===== config.mk =====
export PLATFORM = sky130hd
export DESIGN_NAME = kfp_ctrl
export DESIGN_NICKNAME = d
export VERILOG_FILES = /design/src/rtl/assert_macros.svh /design/src/rtl/kfp_pkg.sv /design/src/rtl/kfp_ctrl.sv
export SDC_FILE = /design/constraint.sdc
export NUM_CORES = 1
export LEC_CHECK = 0
export BUFFER_PORTS_ARGS = -buffer_cell sky130_fd_sc_hd__buf_2
export CAP_MARGIN = 20
export CORE_AREA = 2 2 39 41
export CTS_BUF_LIST = sky130_fd_sc_hd__clkbuf_8
export DETAILED_ROUTE_END_ITERATION = 7
export DIE_AREA = 0 0 41 43
export PLACE_DENSITY = 0.41
export SLEW_MARGIN = 30
export SYNTH_ARGS = -nofsm -noshare
export SYNTH_HDL_FRONTEND = slang
export SYNTH_SLANG_ARGS = --single-unit
export TNS_END_PERCENT = 10

===== constraint.sdc =====
create_clock -name clk -period 2.5 [get_ports clk]
set_input_delay 0.25 -clock clk [delete_from_list [all_inputs] [get_ports clk]]
set_output_delay 0.25 -clock clk [all_outputs]
set_load 0.03 [all_outputs]

===== src/rtl/assert_macros.svh =====
// ----------------------------------------------------------------------------
// assert_macros.svh
// Concurrent assertion shorthands used by the RTL datapath (kfp_dp).
// ----------------------------------------------------------------------------
`ifndef ASSERT_MACROS_SVH
`define ASSERT_MACROS_SVH

// same-cycle implication, disabled in reset
`define KFP_ASSERT_IMP(label, clk, rst, ante, cons, msg) \
  label: assert property (@(posedge clk) disable iff (rst) (ante) |-> (cons)) \
    else $error(msg);

// next-cycle implication, disabled in reset
`define KFP_ASSERT_NXT(label, clk, rst, ante, cons, msg) \
  label: assert property (@(posedge clk) disable iff (rst) (ante) |=> (cons)) \
    else $error(msg);

`endif


===== src/rtl/kfp_pkg.sv =====
// ----------------------------------------------------------------------------
// kfp_pkg
// Types, sizes and helpers for the keyed FIFO with purge.
// ----------------------------------------------------------------------------
package kfp_pkg;

  localparam int DEPTH  = 64;
  localparam int ADDR_W = $clog2(DEPTH);
  localparam int SUM_W  = ADDR_W + 1;
  localparam int CNT_W  = $clog2(DEPTH + 1);
  localparam int KEY_W  = 32;
  localparam int PAY_W  = 32;   // stored payload width
  localparam int CMD_W  = 3;
  localparam int STS_W  = 2;

  typedef enum logic [CMD_W-1:0] {
    CMD_PUSH    = 3'd0,
    CMD_POP     = 3'd1,
    CMD_PEEK    = 3'd2,
    CMD_COUNT   = 3'd3,
    CMD_PURGE   = 3'd4,
    CMD_REPLACE = 3'd5
  } cmd_t;

  typedef enum logic [STS_W-1:0] {
    STS_OK    = 2'd0,
    STS_EMPTY = 2'd1,
    STS_FULL  = 2'd2
  } sts_t;

  typedef enum logic [1:0] {
    S_IDLE,
    S_FRONT,
    S_WALK
  } state_t;

  // controller -> datapath
  typedef struct packed {
    logic accept;     // item taken this cycle
    logic front_fin;  // front entry read data is ready, finish pop/peek
    logic walk_run;   // purge/replace walk step
    logic walk_fin;   // walk complete, emit result
  } ctrl_cmd_t;

  // datapath -> controller
  typedef struct packed {
    logic out_free;   // output register can take a result this cycle
    logic empty;
    logic walk_busy;  // reads outstanding or entries left to visit
  } dp_status_t;

  // circular slot offset entries behind head; off < DEPTH
  function automatic logic [ADDR_W-1:0] slot_at(logic [ADDR_W-1:0] head,
                                                logic [ADDR_W-1:0] off);
    logic [SUM_W-1:0] sum;
    sum = {1'b0, head} + {1'b0, off};
    if (sum >= SUM_W'(DEPTH)) sum = sum - SUM_W'(DEPTH);
    return sum[ADDR_W-1:0];
  endfunction

endpackage


===== src/rtl/kfp_ctrl.sv =====
// ----------------------------------------------------------------------------
// kfp_ctrl
// Command sequencer: accepts items and steps pop/peek and key walks.
// ----------------------------------------------------------------------------
module kfp_ctrl (
  input  logic                          clk,
  input  logic                          rst,
  input  logic                          in_valid,
  output logic                          in_stall,
  input  logic [kfp_pkg::CMD_W-1:0]     cmd,
  input  kfp_pkg::dp_status_t           dp_sts,
  output kfp_pkg::ctrl_cmd_t            cc
);
  import kfp_pkg::*;

  state_t state, state_next;

  always_ff @(posedge clk) begin
    if (rst) state <= S_IDLE;
    else     state <= state_next;
  end

  always_comb begin
    state_next   = state;
    cc           = '0;
    in_stall     = 1'b1;
    case (state)
      S_IDLE: begin
        in_stall  = !dp_sts.out_free;
        cc.accept = in_valid && dp_sts.out_free;
        if (cc.accept) begin
          case (cmd_t'(cmd))
            CMD_POP, CMD_PEEK:      if (!dp_sts.empty) state_next = S_FRONT;
            CMD_PURGE, CMD_REPLACE: state_next = S_WALK;
            default:                state_next = S_IDLE;
          endcase
        end
      end
      S_FRONT: begin
        cc.front_fin = dp_sts.out_free;
        if (dp_sts.out_free) state_next = S_IDLE;
      end
      S_WALK: begin
        cc.walk_run = 1'b1;
        cc.walk_fin = !dp_sts.walk_busy && dp_sts.out_free;
        if (cc.walk_fin) state_next = S_IDLE;
      end
      default: state_next = S_IDLE;
    endcase
  end

endmodule


==> flow_summary_export.csv <==
group,metric,value,unit
timing,min_period,1.46,ns
global_routing,antenna_found_initial,0,
critical_path,crit_path_end_kind,"output pin",
critical_path,path_class,"reg2out",
die,core,1380,µm²
synth,synth_cell_types,18,
clock_tree,cts_inserted_buffers,3,
die,fp-row-count,14,
flow_run,cap_violations,0,
die,die_x,41,µm
final_layout,drive_gt1_frac,0.541,
die,die_h,43,µm
final_layout,top_regs,"state: 2 flops",
global_routing,grt_max_degree,9,
global_routing,grt_pass1_vias,201,
global_routing,grt_util_all_layers,0.0611,
die,die_area,1760,µm²
critical_path,crit_path_start_kind,"flop",
placed_design,dp_hpwl,385,µm
final_layout,final.fill_count,155,
critical_path,cp_top_family,"simple AND/OR/NAND/NOR gates",
power_and_ir_drop,total_leakage_power,0.000143,µW
final_layout,regMostFlops,"state",
power_and_ir_drop,swShare,0.209,
final_layout,largest_reg_flops,2,
min_path,holdCritPathClass,"in2reg",
power_and_ir_drop,clockPowerShare,0.658,
timing,period_share,0.585,
global_routing,grt_pass1_wl,690,µm
timing,hold_viol,0,
timing,setup_viol_count_final,0,
global_routing,grt-ovfl-total,0,
detailed_routing,first_pass_iters,3,
timing,tns,0,ns
clock_tree,insertion_delay,0.21,ns
power_and_ir_drop,intPower,149,µW
power_and_ir_drop,powerDensity,596,nW/µm²
detailed_routing,vias,218,
power_and_ir_drop,seq_power_share,0.184,
timing,slew_violations,0,
final_layout,final_common_cell,"buf_2",
die,ios,14,
timing,skew,0.00150,ns
clock_tree,cts_max_level,1,
final_layout,fin_cells,53,
clock_tree,cts.sinks,2,
timing,max_freq,683,MHz
detailed_routing,drtAntennaViolNets,0,
final_layout,layout_common_cells,"13 x buf_2, 3 x nor2b_1, 3 x clkbuf_8",
critical_path,crit_buf_inv,1,
detailed_routing,wirelength,459,µm
clock_tree,clockRootBuffer,"clkbuf_8",
synth,synth-seq-cells,2,
outcome,status,"complete, no violations",
detailed_routing,drt_iter0_markers,1,
clock_tree,cts_hold_buffers,0,
final_layout,syn_to_final_growth,66.9,%
final_layout,antenna_cells,0,
detailed_routing,drcViolationCount,0,
placed_design,io_buffers,13,
detailed_routing,wl_per_cell,8.66,µm
clock_tree,path_clk_slew,0.03,ns
detailed_routing,vias_per_cell,4.11,
timing,slew_headroom,0.829,
synth,ys.warnings.count,0,
power_and_ir_drop,ir_drop,262,µV
critical_path,required,2.25,ns
critical_path,cp_max_fo,8,
placed_design,dpl.cell_count,50,
timing,worst_pin_slew,0.256,ns
synth,seq_area_frac_synth,0.212,
critical_path,cp_slowest_cell,"or3b_2",
power_and_ir_drop,p_comb_frac,0.157,
timing,rsz0062_at_grt,"false",
clock_tree,post_cts_buffers,0,
synth,synthesis.nets,30,
synth,synth_cells,21,
power_and_ir_drop,switching_power,39.3,µW
critical_path,crit_chain,"or3b_2 -> buf_2",
clock_tree,clockBufferDepth,2,
clock_tree,cts-resized-gates,0,
final_layout,final_nets,48,
critical_path,cpPeakStageDelay,0.47,ns
synth,syn_area,189,µm²
die,initial_core_util,0.137,
clock_tree,cts_tree,"done",
critical_path,worstPathArrival,1.21,ns
synth,avgSynthCellArea,9.00,µm²
placed_design,place.gp.congestion,0.603,
==> logic make-up (layout without fill, tap and decap cells) <==
family | after synthesis | count (layout) | share of synthesized area
AND/OR/NAND/NOR | 12 | 12 | 0.444
AO/OA/AOI/OAI | 6 | 6 | 0.298
flip-flops | 2 | 2 | 0.212
XOR/XNOR | 1 | 1 | 0.0464
buffers and inverters | 0 | 16 | 0
==> area by class of cell <==
type | count | area [µm²] | share of cell area
Sequential cell | 2 | 40.0 | 0.127
Multi-Input combinational cell | 19 | 149 | 0.472
Clock buffer | 3 | 41.3 | 0.131
Tap cell | 16 | 20.0 | 0.0635
Timing Repair Buffer | 13 | 65.1 | 0.206
==> routing by layer <==
| metal | track usage | part of all wire |
|---|---|---|
| met5 | 0 | 0 |
| met4 | 0.0600 | 0 |
| met3 | 0.0314 | 0.15 |
| met2 | 0.0844 | 0.42 |
| met1 | 0.0607 | 0.42 |
==> worst register-to-register path, delay by kind of cell, from the launching register on <==
kind	cells	cell delay, ns
flip-flops	1	0.41
AO/OA/AOI/OAI	2	0.43
AND/OR/NAND/NOR	1	0.16
==> cells in the mapped netlist <==
library cell	count	area share
nor2b_1	3	0.099
dfxtp_1	2	0.21
a2111oi_2	1	0.079
a21bo_2	1	0.053
a21oi_1	1	0.026
and2_1	1	0.033
and2b_1	1	0.040
and3b_1	1	0.046
and4bb_2	1	0.066
nand2_1	1	0.020
nand2b_1	1	0.033
nand3b_1	1	0.040
nor2_1	1	0.020
o2111a_1	1	0.060
o211ai_1	1	0.040
o21a_1	1	0.040
or3b_2	1	0.046
xnor2_1	1	0.046
==> power groups by stage <==
stage               Sequential (µW)  Clock [µW]  Combinational, µW
floorplan                      34.6           0               17.3
global placement               35.2           0               30.1
detailed placement             35.1           0               29.9
CTS                            34.7         127               30.0
finish                         34.7         124               29.6
global route                   35.0         130               32.2
==> final timing paths <==
path	startpoint	end	slack, ns	cells past startpoint
setup reg to reg	state[1]$_SDFFE_PP0P_	state[0]$_SDFFE_PP0P_	1.39	3
setup / recovery	state[1]$_SDFFE_PP0P_	in_stall	1.04	2
hold / removal	rst	state[0]$_SDFFE_PP0P_	0.23	2
hold reg to reg	state[0]$_SDFFE_PP0P_	state[0]$_SDFFE_PP0P_	0.56	2
==> stage by stage <==
stage	util	hold slack [ns]	setup slack, ns	instance area [µm²]	total power (µW)
6_report	0.228	0.228	1.04	315	188
3_5_place_dp	0.198	0.442	1.23	274	64.9
2_1_floorplan	-	0.319	1.20	189	52.0
3_3_place_gp	0.198	0.447	1.24	274	65.3
5_1_grt	0.228	0.233	0.978	315	197
4_1_cts	0.228	0.226	1.03	315	192
Power figures use the tool's default switching activity.
